===== config.mk =====
export PLATFORM = sky130hd
export DESIGN_NAME = hbridge_pwm_motion_driver_unit_flat
export DESIGN_NICKNAME = d
export VERILOG_FILES = /design/src/rtl/hbpmd_pkg.sv /design/src/rtl/hbpmd_if.sv /design/src/rtl/hbridge_pwm_motion_driver_unit.sv /design/src/rtl/hbpmd_core.sv /design/src/flat_wrapper.sv
export VERILOG_INCLUDE_DIRS = /design/src /design/src/rtl
export SDC_FILE = /design/constraint.sdc
export NUM_CORES = 2
export LEC_CHECK = 0
export BUFFER_PORTS_ARGS = -buffer_cell sky130_fd_sc_hd__buf_2
export CORE_ASPECT_RATIO = 1.2
export CORE_MARGIN = 8
export CORE_UTILIZATION = 65
export CTS_BUF_LIST = sky130_fd_sc_hd__clkbuf_8
export CTS_CLUSTER_DIAMETER = 60
export DETAILED_ROUTE_END_ITERATION = 10
export GPL_ROUTABILITY_DRIVEN = 0
export PLACE_DENSITY = 0.82
export SLEW_MARGIN = 5
export SYNTH_ARGS = -nofsm -noshare
export SYNTH_HDL_FRONTEND = slang
export SYNTH_SLANG_ARGS = --single-unit

===== constraint.sdc =====
create_clock -name i_clk -period 21.8 [get_ports i_clk]
set_clock_uncertainty 0.1 [all_clocks]
set_input_delay 5.45 -clock i_clk [delete_from_list [all_inputs] [get_ports i_clk]]
set_output_delay 5.45 -clock i_clk [all_outputs]
set_load 0.05 [all_outputs]

===== src/rtl/assert_macros.svh =====
// ----------------------------------------------------------------------------
// Assertion macros
// Shared concurrent assertion wrappers for the H-bridge driver RTL.
// ----------------------------------------------------------------------------
`ifndef ASSERT_MACROS_SVH
`define ASSERT_MACROS_SVH

`ifndef NO_ASSERTIONS
// Checked only while out of reset.
`define HB_ASSERT(lbl, clk, rst_n, prop, msg) \
    lbl: assert property (@(posedge clk) disable iff (!(rst_n)) (prop)) else $error(msg);
// Checked at every edge, reset included.
`define HB_ASSERT_ALWAYS(lbl, clk, prop, msg) \
    lbl: assert property (@(posedge clk) (prop)) else $error(msg);
`else
`define HB_ASSERT(lbl, clk, rst_n, prop, msg)
`define HB_ASSERT_ALWAYS(lbl, clk, prop, msg)
`endif

`endif


===== src/rtl/hbpmd_pkg.sv =====
// ----------------------------------------------------------------------------
// hbpmd_pkg
// Types, widths and constants of the H-bridge PWM motion driver.
// ----------------------------------------------------------------------------
package hbpmd_pkg;

    localparam int DEF_PERIOD_TICKS = 20;
    localparam int DEF_RATE_MAX     = 1000;

    localparam int OP_W      = 2;
    localparam int CNT_W     = 32;
    localparam int RATE_W    = 16;
    localparam int RATE_CL_W = 10;   // clamped rate, at most 1000
    localparam int PROD_W    = 21;   // period ticks times clamped rate, 20000 with the default period and rate limit
    localparam int PHASE_W   = 12;
    localparam int HT_W      = 12;
    localparam int FRAC_W    = 10;
    localparam int ACC_W     = 11;
    localparam int BUDGET_W  = 48;
    localparam int POS_W     = 32;
    localparam int DIST_W    = 33;

    localparam int THOUSAND  = 1000;

    // Division by 1000 as a multiplication by ceil(2^32 / 1000), exact below 2^21.
    localparam int DIV_SHIFT = 32;
    localparam int MAGIC_W   = 23;
    localparam logic [MAGIC_W-1:0] DIV_MAGIC = 23'd4294968;
    localparam int DIVP_W    = PROD_W + MAGIC_W;

    localparam logic [1:0] PIN_FWD = 2'b01;
    localparam logic [1:0] PIN_REV = 2'b10;

    typedef enum logic [OP_W-1:0] {
        OP_TICK = 2'd0,
        OP_MOVE = 2'd1,
        OP_GOTO = 2'd2,
        OP_STOP = 2'd3
    } t_op;

    typedef enum logic [1:0] {
        MODE_PAUSED = 2'd0,
        MODE_FWD    = 2'd1,
        MODE_REV    = 2'd2
    } t_run_mode;

    // Command word after the input stage, with its state-independent products.
    typedef struct packed {
        t_op                       op;
        logic signed [CNT_W-1:0]   cnt;
        logic [PROD_W-1:0]         prod;
        logic signed [BUDGET_W-1:0] stop_budget;
    } t_stage;

endpackage


===== src/rtl/hbpmd_if.sv =====
// ----------------------------------------------------------------------------
// hbpmd_if
// Valid/ready channels for command words and result words.
// ----------------------------------------------------------------------------
interface hbpmd_cmd_if;
    import hbpmd_pkg::*;

    logic                    valid;
    logic                    ready;
    logic [OP_W-1:0]         op;
    logic signed [CNT_W-1:0] step_count;
    logic [RATE_W-1:0]       rate;

    modport source (output valid, output op, output step_count, output rate, input ready);
    modport sink   (input valid, input op, input step_count, input rate, output ready);
endinterface

interface hbpmd_res_if;
    import hbpmd_pkg::*;

    logic                    valid;
    logic                    ready;
    logic                    fwd_pin;
    logic                    rev_pin;
    logic                    ack;
    logic                    busy_res;
    logic signed [POS_W-1:0] position;

    modport source (output valid, output fwd_pin, output rev_pin, output ack,
                    output busy_res, output position, input ready);
    modport sink   (input valid, input fwd_pin, input rev_pin, input ack,
                    input busy_res, input position, output ready);
endinterface


===== src/rtl/hbridge_pwm_motion_driver_unit.sv =====
// ----------------------------------------------------------------------------
// hbridge_pwm_motion_driver_unit
// PWM drive of a two-pin H-bridge from tick, move, goto and stop commands.
// ----------------------------------------------------------------------------
// Usage:
//   i_cmd carries one command word per handshake: tick, relative move, absolute
//   goto or timed stop. o_res returns exactly one result word for each command:
//   the two bridge pin levels, an ack when a command completes, the busy flag
//   and the signed position.
//   The accepting edge loads the input stage, which forms the duty product and
//   the stop wait product; the state update then splits the duty by 1000 and
//   writes the result register once that register is free. Throughput is one
//   word per cycle while the receiver takes every result word, set by the
//   state update loop.
//   After reset the motor is paused, the pins are low, the position is zero and
//   no command is busy.
//   When the receiver stalls, the result register holds its word and the input
//   stage takes one more command; i_cmd.ready then falls until the result word
//   is taken.
// ----------------------------------------------------------------------------
module hbridge_pwm_motion_driver_unit #(
    parameter int PERIOD_TICKS = hbpmd_pkg::DEF_PERIOD_TICKS,
    parameter int RATE_MAX     = hbpmd_pkg::DEF_RATE_MAX
) (
    input  logic        i_clk,
    input  logic        i_rst_n,
    hbpmd_cmd_if.sink   i_cmd,
    hbpmd_res_if.source o_res
);
    import hbpmd_pkg::*;

    logic                       r_s1_valid;
    t_stage                     r_s1;
    logic                       w_take;
    logic                       w_accept;
    logic [RATE_CL_W-1:0]       w_rate_cl;
    logic signed [BUDGET_W-1:0] w_rate_s;
    logic signed [BUDGET_W-1:0] w_cnt_s;

    assign i_cmd.ready = !r_s1_valid || w_take;
    assign w_accept    = i_cmd.valid && i_cmd.ready;

    assign w_rate_cl = (i_cmd.rate > RATE_W'(RATE_MAX)) ? RATE_CL_W'(RATE_MAX)
                                                       : RATE_CL_W'(i_cmd.rate);
    assign w_rate_s  = BUDGET_W'($signed({1'b0, i_cmd.rate}));
    assign w_cnt_s   = BUDGET_W'(i_cmd.step_count);

    always_ff @(posedge i_clk) begin
        if (!i_rst_n) begin
            r_s1_valid <= 1'b0;
        end else if (w_accept) begin
            r_s1_valid <= 1'b1;
        end else if (w_take) begin
            r_s1_valid <= 1'b0;
        end
    end

    always_ff @(posedge i_clk) begin
        if (w_accept) begin
            r_s1.op          <= t_op'(i_cmd.op);
            r_s1.cnt         <= i_cmd.step_count;
            r_s1.prod        <= PROD_W'(PERIOD_TICKS) * PROD_W'(w_rate_cl);
            r_s1.stop_budget <= w_rate_s * w_cnt_s;
        end
    end

    hbpmd_core #(
        .PERIOD_TICKS (PERIOD_TICKS)
    ) u_core (
        .i_clk      (i_clk),
        .i_rst_n    (i_rst_n),
        .i_s1_valid (r_s1_valid),
        .i_s1       (r_s1),
        .o_s1_take  (w_take),
        .o_res      (o_res)
    );

endmodule


===== src/rtl/hbpmd_core.sv =====
// ----------------------------------------------------------------------------
// hbpmd_core
// Motion state update and result register of the H-bridge driver.
// ----------------------------------------------------------------------------
`include "assert_macros.svh"

module hbpmd_core #(
    parameter int PERIOD_TICKS = hbpmd_pkg::DEF_PERIOD_TICKS
) (
    input  logic              i_clk,
    input  logic              i_rst_n,
    input  logic              i_s1_valid,
    input  hbpmd_pkg::t_stage i_s1,
    output logic              o_s1_take,
    hbpmd_res_if.source       o_res
);
    import hbpmd_pkg::*;

    t_run_mode                  r_mode, n_mode;
    logic [PHASE_W-1:0]         r_phase, n_phase;
    logic                       r_edge, n_edge;
    logic [HT_W-1:0]            r_ht, n_ht;
    logic [FRAC_W-1:0]          r_frac, n_frac;
    logic [ACC_W-1:0]           r_acc, n_acc;
    logic signed [BUDGET_W-1:0] r_budget, n_budget;
    logic [POS_W-1:0]           r_pos, n_pos;
    logic                       r_done, n_done;
    logic [1:0]                 r_pins, n_pins;
    logic                       n_ack;

    logic                       r_out_valid;
    logic                       r_out_fwd, r_out_rev, r_out_ack, r_out_busy;
    logic [POS_W-1:0]           r_out_pos;

    logic                       w_fire;
    logic [DIVP_W-1:0]          w_divp;
    logic [HT_W-1:0]            w_ht;
    logic [PROD_W-1:0]          w_frac_full;

    logic [1:0]                 v_act;
    logic [PHASE_W-1:0]         v_ph;
    logic                       v_ep;
    logic                       v_step;
    logic [ACC_W-1:0]           v_acc_sum;
    logic signed [BUDGET_W-1:0] v_bud_dec;
    logic signed [DIST_W-1:0]   v_diff;
    logic [DIST_W-1:0]          v_dist;
    logic                       v_fwd;

    assign w_fire    = i_s1_valid && (!r_out_valid || o_res.ready);
    assign o_s1_take = w_fire;

    // Duty split: whole high ticks and the remainder in thousandths.
    assign w_divp      = DIVP_W'(i_s1.prod) * DIVP_W'(DIV_MAGIC);
    assign w_ht        = w_divp[DIV_SHIFT +: HT_W];
    assign w_frac_full = i_s1.prod - PROD_W'(w_ht) * PROD_W'(THOUSAND);

    always_comb begin
        n_mode    = r_mode;
        n_phase   = r_phase;
        n_edge    = r_edge;
        n_ht      = r_ht;
        n_frac    = r_frac;
        n_acc     = r_acc;
        n_budget  = r_budget;
        n_pos     = r_pos;
        n_done    = r_done;
        n_pins    = r_pins;
        n_ack     = 1'b0;
        v_act     = (r_mode == MODE_FWD) ? PIN_FWD : PIN_REV;
        v_ph      = r_phase;
        v_ep      = r_edge;
        v_step    = 1'b0;
        v_acc_sum = r_acc + ACC_W'(r_frac);
        v_bud_dec = r_budget - BUDGET_W'(1);
        v_diff    = {i_s1.cnt[CNT_W-1], i_s1.cnt};
        v_dist    = '0;
        v_fwd     = 1'b1;

        if (w_fire) begin
            case (i_s1.op)
                OP_TICK: begin
                    if (r_mode != MODE_PAUSED) begin
                        if (v_ph >= PHASE_W'(PERIOD_TICKS)) begin
                            v_ph = v_ph - PHASE_W'(PERIOD_TICKS);
                            v_ep = 1'b1;
                        end
                        if (v_ph < r_ht) begin
                            if (v_ep) begin
                                v_ep   = 1'b0;
                                n_pins = n_pins | v_act;
                            end
                            v_step = 1'b1;
                        end else if (v_ph > r_ht) begin
                            if (v_ep) begin
                                n_pins = n_pins & ~v_act;
                            end
                        end else begin
                            // Boundary tick: the dither decides whether it is driven high.
                            if (v_acc_sum >= ACC_W'(THOUSAND)) begin
                                v_ep   = 1'b1;
                                n_acc  = v_acc_sum - ACC_W'(THOUSAND);
                                n_pins = n_pins | v_act;
                                v_step = 1'b1;
                            end else begin
                                v_ep   = 1'b0;
                                n_acc  = v_acc_sum;
                                n_pins = n_pins & ~v_act;
                            end
                        end
                        n_edge  = v_ep;
                        n_phase = v_ph + PHASE_W'(1);
                        if (v_step) begin
                            n_budget = v_bud_dec;
                            n_pos    = (r_mode == MODE_FWD) ? r_pos + POS_W'(1)
                                                            : r_pos - POS_W'(1);
                            if (v_bud_dec <= BUDGET_W'(1)) begin
                                n_pins = n_pins & ~v_act;
                                n_mode = MODE_PAUSED;
                                n_ack  = 1'b1;
                                n_done = 1'b1;
                            end
                        end
                    end else if (!r_done && r_budget > BUDGET_W'(0)) begin
                        n_budget = v_bud_dec;
                        if (v_bud_dec == BUDGET_W'(0)) begin
                            n_ack  = 1'b1;
                            n_done = 1'b1;
                        end
                    end
                end
                OP_MOVE, OP_GOTO: begin
                    if (i_s1.op == OP_GOTO) begin
                        v_diff = {i_s1.cnt[CNT_W-1], i_s1.cnt} - {r_pos[POS_W-1], r_pos};
                    end
                    v_fwd    = !v_diff[DIST_W-1];
                    v_dist   = v_fwd ? v_diff : -v_diff;
                    n_ht     = w_ht;
                    n_frac   = w_frac_full[FRAC_W-1:0];
                    n_acc    = '0;
                    n_budget = BUDGET_W'(v_dist);
                    n_pins   = v_fwd ? (r_pins & ~PIN_REV) : (r_pins & ~PIN_FWD);
                    if (v_dist == '0) begin
                        n_mode = MODE_PAUSED;
                        n_ack  = 1'b1;
                        n_done = 1'b1;
                    end else begin
                        n_mode = v_fwd ? MODE_FWD : MODE_REV;
                        n_done = 1'b0;
                    end
                end
                OP_STOP: begin
                    n_mode   = MODE_PAUSED;
                    n_budget = i_s1.stop_budget;
                    n_pins   = 2'b00;
                    if (i_s1.cnt[CNT_W-1] || i_s1.cnt == '0 || i_s1.stop_budget == '0) begin
                        n_ack  = 1'b1;
                        n_done = 1'b1;
                    end else begin
                        n_done = 1'b0;
                    end
                end
                default: begin
                end
            endcase
        end
    end

    always_ff @(posedge i_clk) begin
        if (!i_rst_n) begin
            r_mode   <= MODE_PAUSED;
            r_phase  <= '0;
            r_edge   <= 1'b0;
            r_ht     <= '0;
            r_frac   <= '0;
            r_acc    <= '0;
            r_budget <= '0;
            r_pos    <= '0;
            r_done   <= 1'b1;
            r_pins   <= 2'b00;
        end else begin
            r_mode   <= n_mode;
            r_phase  <= n_phase;
            r_edge   <= n_edge;
            r_ht     <= n_ht;
            r_frac   <= n_frac;
            r_acc    <= n_acc;
            r_budget <= n_budget;
            r_pos    <= n_pos;
            r_done   <= n_done;
            r_pins   <= n_pins;
        end
    end

    always_ff @(posedge i_clk) begin
        if (!i_rst_n) begin
            r_out_valid <= 1'b0;
        end else if (w_fire) begin
            r_out_valid <= 1'b1;
        end else if (o_res.ready) begin
            r_out_valid <= 1'b0;
        end
    end

    always_ff @(posedge i_clk) begin
        if (w_fire) begin
            r_out_fwd  <= n_pins[0];
            r_out_rev  <= n_pins[1];
            r_out_ack  <= n_ack;
            r_out_busy <= !n_done;
            r_out_pos  <= n_pos;
        end
    end

    assign o_res.valid    = r_out_valid;
    assign o_res.fwd_pin  = r_out_fwd;
    assign o_res.rev_pin  = r_out_rev;
    assign o_res.ack      = r_out_ack;
    assign o_res.busy_res = r_out_busy;
    assign o_res.position = r_out_pos;

    `HB_ASSERT(a_pins_exclusive, i_clk, i_rst_n, !(r_pins[0] && r_pins[1]), "both bridge pins driven")
    `HB_ASSERT(a_run_not_done, i_clk, i_rst_n, (r_mode != MODE_PAUSED) |-> !r_done, "running with command done")
    `HB_ASSERT(a_pos_unit_step, i_clk, i_rst_n, (r_pos != $past(r_pos)) |-> ((r_pos == $past(r_pos) + POS_W'(1)) || (r_pos == $past(r_pos) - POS_W'(1))), "position jumped")
    `HB_ASSERT(a_ack_not_busy, i_clk, i_rst_n, (r_out_valid && r_out_ack) |-> !r_out_busy, "ack with busy set")

endmodule

===== src/flat_wrapper.sv =====
// flat-port wrapper written by rule: the top's interface ports become plain ports
module hbridge_pwm_motion_driver_unit_flat import hbpmd_pkg::*;
#(
    parameter int PERIOD_TICKS = hbpmd_pkg::DEF_PERIOD_TICKS,
    parameter int RATE_MAX     = hbpmd_pkg::DEF_RATE_MAX
)
  (i_clk, i_rst_n, i_cmd_valid, i_cmd_op, i_cmd_step_count, i_cmd_rate, i_cmd_ready, o_res_valid, o_res_fwd_pin, o_res_rev_pin, o_res_ack, o_res_busy_res, o_res_position, o_res_ready);
  hbpmd_cmd_if i_cmd_i ();
  hbpmd_res_if o_res_i ();
  input  logic i_clk;
  input  logic i_rst_n;
  input wire logic [$bits(i_cmd_i.valid)-1:0] i_cmd_valid;
  input wire logic [$bits(i_cmd_i.op)-1:0] i_cmd_op;
  input wire logic [$bits(i_cmd_i.step_count)-1:0] i_cmd_step_count;
  input wire logic [$bits(i_cmd_i.rate)-1:0] i_cmd_rate;
  output wire logic [$bits(i_cmd_i.ready)-1:0] i_cmd_ready;
  output wire logic [$bits(o_res_i.valid)-1:0] o_res_valid;
  output wire logic [$bits(o_res_i.fwd_pin)-1:0] o_res_fwd_pin;
  output wire logic [$bits(o_res_i.rev_pin)-1:0] o_res_rev_pin;
  output wire logic [$bits(o_res_i.ack)-1:0] o_res_ack;
  output wire logic [$bits(o_res_i.busy_res)-1:0] o_res_busy_res;
  output wire logic [$bits(o_res_i.position)-1:0] o_res_position;
  input wire logic [$bits(o_res_i.ready)-1:0] o_res_ready;
  assign i_cmd_i.valid = i_cmd_valid;
  assign i_cmd_i.op = i_cmd_op;
  assign i_cmd_i.step_count = i_cmd_step_count;
  assign i_cmd_i.rate = i_cmd_rate;
  assign i_cmd_ready = i_cmd_i.ready;
  assign o_res_valid = o_res_i.valid;
  assign o_res_fwd_pin = o_res_i.fwd_pin;
  assign o_res_rev_pin = o_res_i.rev_pin;
  assign o_res_ack = o_res_i.ack;
  assign o_res_busy_res = o_res_i.busy_res;
  assign o_res_position = o_res_i.position;
  assign o_res_i.ready = o_res_ready;
  hbridge_pwm_motion_driver_unit #(.PERIOD_TICKS(PERIOD_TICKS), .RATE_MAX(RATE_MAX)) u_core (.i_clk(i_clk), .i_rst_n(i_rst_n), .i_cmd(i_cmd_i), .o_res(o_res_i));
endmodule

==> results.md <==
* Final Critical Period at 12590 ps
* First DRT Iteration DRCs at 2887
* HPWL Detailed at 75580 um
* Syn Nets at 5305
* Num rows at 98
* Post-layout util at 68.07%
* PwrDens at 164.2 nW/um^2
* Share of cells above drive strength 1 at 5.605%
* Total congestion overflow at 0
* Cells after Synth at 4375
* Layout area overhead at 4.400%
* Port Buffers at 91
* Commonest non-fill, non-tap cell in the layout: inv_1
* Final Max Tran Viols at 0
* Drt via density at 6.113
* Post-synth top flop: edfxtp_1
* Required time worst endpoint at 22080 ps
* Met3 Routed Length at 8702 um
* Yosys cell types at 97
* Final hold violations at 0
* Max-Cap Viols at 0
* Fillers at 4733
* Number of global-route vias before repair at 32601
* Clock transition at path regs at 60 ps
* EDFF count, synth at 131
* Area of the multi-input gates at 28730 um^2
* Non-Filler Instances at 5173
* F_max at 79.41 MHz
* Sequential Power Share at 13.5%
* Setup TNS at 0 ps
* Worst-margin pin slew at 1046 ps
* TritonCTS Buffers at 41
* Hold WS at 351.0 ps
* Initial Util at 65.20%
* Drt pass-1 iters at 8
* Cell Area, Synth at 38620 um^2
* Core Region at 59220 um^2
* Clock tree buffer depth at 3
* Setup crit start kind: primary input
* Switch Pwr at 0.003275 W
* Routed WL at 100300 um
* Most frequent cells in the layout: inv_1, fa_1, nand2_1
* Synth Register Bits at 254
* Nets at 5270
* Htree depth at 2
* Post-synthesis sequential area ratio at 16.56%
* Most used cell, CP: fa_1
* Largest stage delay, worst path at 730 ps
* Global-route wire length before repair at 164800 um
* RSZ-0062 raised after global routing: false
* Hold crit path type: flip-flop to flip-flop
* Max_slew headroom at 28.45%
* Width of the die at 238.5 um
* Crit end category: flip-flop
* Total Power at 0.006619 W
* Die area at 67500 um^2
* Top routing layer used: met4
* Post-CTS sizing at 0
* Peak supply drop at 0.0002169 V
* Gr usage total at 29.96%
* Static Leak at 18.58 nW
* Int Power at 0.003344 W
* Mapped Avg Cell Area at 8.827 um^2
* FF+latch area at 6396 um^2
* ANT nets after route at 0
* Logic pwr share at 80.3%
* Post CTS Setup Buffer Count at 0
* Crit-path slowest cell: buf_2
* Synth Warn # at 0
* Post-route clock period utilization at 57.76%
* CTS root buffer: clkbuf_8
* Largest net degree at the start of global routing at 74
* CTS tree: yes
* Status: completed
* # IOs at 92
* Setup violators final at 0
* Worst-path fanout max at 34
* Placed insts at 5097
* Routed vias at 31620
* Wl on met1 at 38080 um
* Sw Ratio at 49.48%
* WP data arrival at 12870 ps
* Initial antenna violation count at 2
* CTS Sinks at 254
* WL per Instance at 19.39 um
* Async S/R FF share, synth at 0%
* Residual DRC at 0
* Hold_buf cts at 0
* Die height at 283.0 um
* Metal2 WL at 48340 um
* Worst setup path class: primary input to flip-flop
* Clk Latency, worst-skew pair at 590 ps
* Clock power frac at 6.2%
[metal layers]
metal | up-vias | global-route usage [%]
li1 | 14322 | -
met1 | 15450 | 37.31
met2 | 1467 | 50.85
met3 | 381 | 4.759
met4 | 0 | 13.60
met5 | - | 0
[power groups by stage]
stage	Sequential, W	Clock (W)	Combinational (W)
final	0.000896	0.000407	0.00532
after global routing	0.000900	0.000434	0.00598
after CTS	0.000893	0.000415	0.00525
after detailed placement	0.000902	0	0.00522
after global placement	0.000901	0	0.00503
after floorplan	0.000879	0	0.00406
[cells by family (layout without fill, tap and decap cells)]
family	Yosys count	after routing	synth area share (%)
simple gates	1364	1364	17.53
xor+xnor	194	194	4.400
compound gates	722	722	12.67
fa+ha+maj	876	876	38.86
buf+inv	933	929	9.111
other cells	0	2	0
mux	32	32	0.8651
flops	254	254	16.56
[sequential cells by signal (all words and copies together), names as in the netlist]
register                      flops
u_core.u_core.r_pins              2
u_core.u_core.r_edge              1
u_core.u_core.o_res.rev_pin       1
u_core.r_s1_valid                 1
u_core.u_core.o_res.ack           1
u_core.u_core.o_res.position     32
u_core.u_core.r_frac              8
u_core.u_core.r_pos              32
u_core.u_core.o_res.fwd_pin       1
u_core.u_core.r_acc               9
u_core.u_core.r_done              1
u_core.r_s1                      95
u_core.u_core.r_phase            12
u_core.u_core.r_ht                6
u_core.u_core.r_budget           48
u_core.u_core.r_mode              2
u_core.u_core.o_res.busy_res      1
u_core.u_core.o_res.valid         1
[layout make-up]
type	instances	share of cell area (%)
Clock inverter	29	0.4066
Sequential cell	254	15.86
Inverter	744	6.927
Antenna cell	2	0.01241
Timing Repair Buffer	111	1.502
Clock buffer	45	1.536
Multi-Input combinational cell	3188	71.27
Tap cell	800	2.483
[synthesized netlist by cell type (20+ instances only)]
master	n	share of area [%]
and3_1	26	0.42
o21ai_1	39	0.51
a21oi_1	204	2.6
dfxtp_1	123	6.4
nor2b_1	36	0.58
a21o_1	59	1.1
a221oi_1	22	0.50
inv_1	740	7.2
xor2_1	63	1.4
o211ai_1	20	0.39
nor4_1	49	0.79
o21ai_0	87	1.1
a211oi_1	32	0.62
edfxtp_1	131	10
o21bai_1	22	0.43
ha_1	337	11
nand3_1	47	0.61
or3_1	33	0.53
xnor2_1	131	3.0
mux2i_1	21	0.54
and2_1	248	4.0
nor2_1	210	2.0
clkbuf_1	176	1.7
nor3_1	75	0.97
nand4_1	32	0.52
a31oi_1	29	0.47
nand2b_1	28	0.45
fa_1	539	28
nand2_1	500	4.9
[stage by stage]
step / worst slack, ps / area, um^2
6_report: 9208 / 40320
5_1_grt: 8835 / 40320
4_1_cts: 9364 / 40310
3_5_place_dp: 8773 / 39530
3_3_place_gp: 8943 / 39530
2_1_floorplan: 9790 / 38620
[critical path, delay by kind of cell]
family / cells / cell delay (ps)
adder cells (fa/ha/maj): 7 / 3300
buffers and inverters: 6 / 980
AO/OA/AOI/OAI: 10 / 2370
AND/OR/NAND/NOR: 4 / 730
[path summary, 6_finish.rpt]
kind	cells past startpoint	from	endpoint	slack [ps]
hold / removal	2	u_core.u_core.r_ht[3]	u_core.u_core.r_ht[3]	350
setup / recovery	27	i_cmd_rate[5]	u_core.r_s1[45]	9210
setup reg to reg	30	u_core.r_s1[60]	u_core.u_core.r_frac[9]	12530
hold reg to reg	2	u_core.u_core.r_ht[3]	u_core.u_core.r_ht[3]	350
Note: power is estimated with default switching activity, not from simulation.
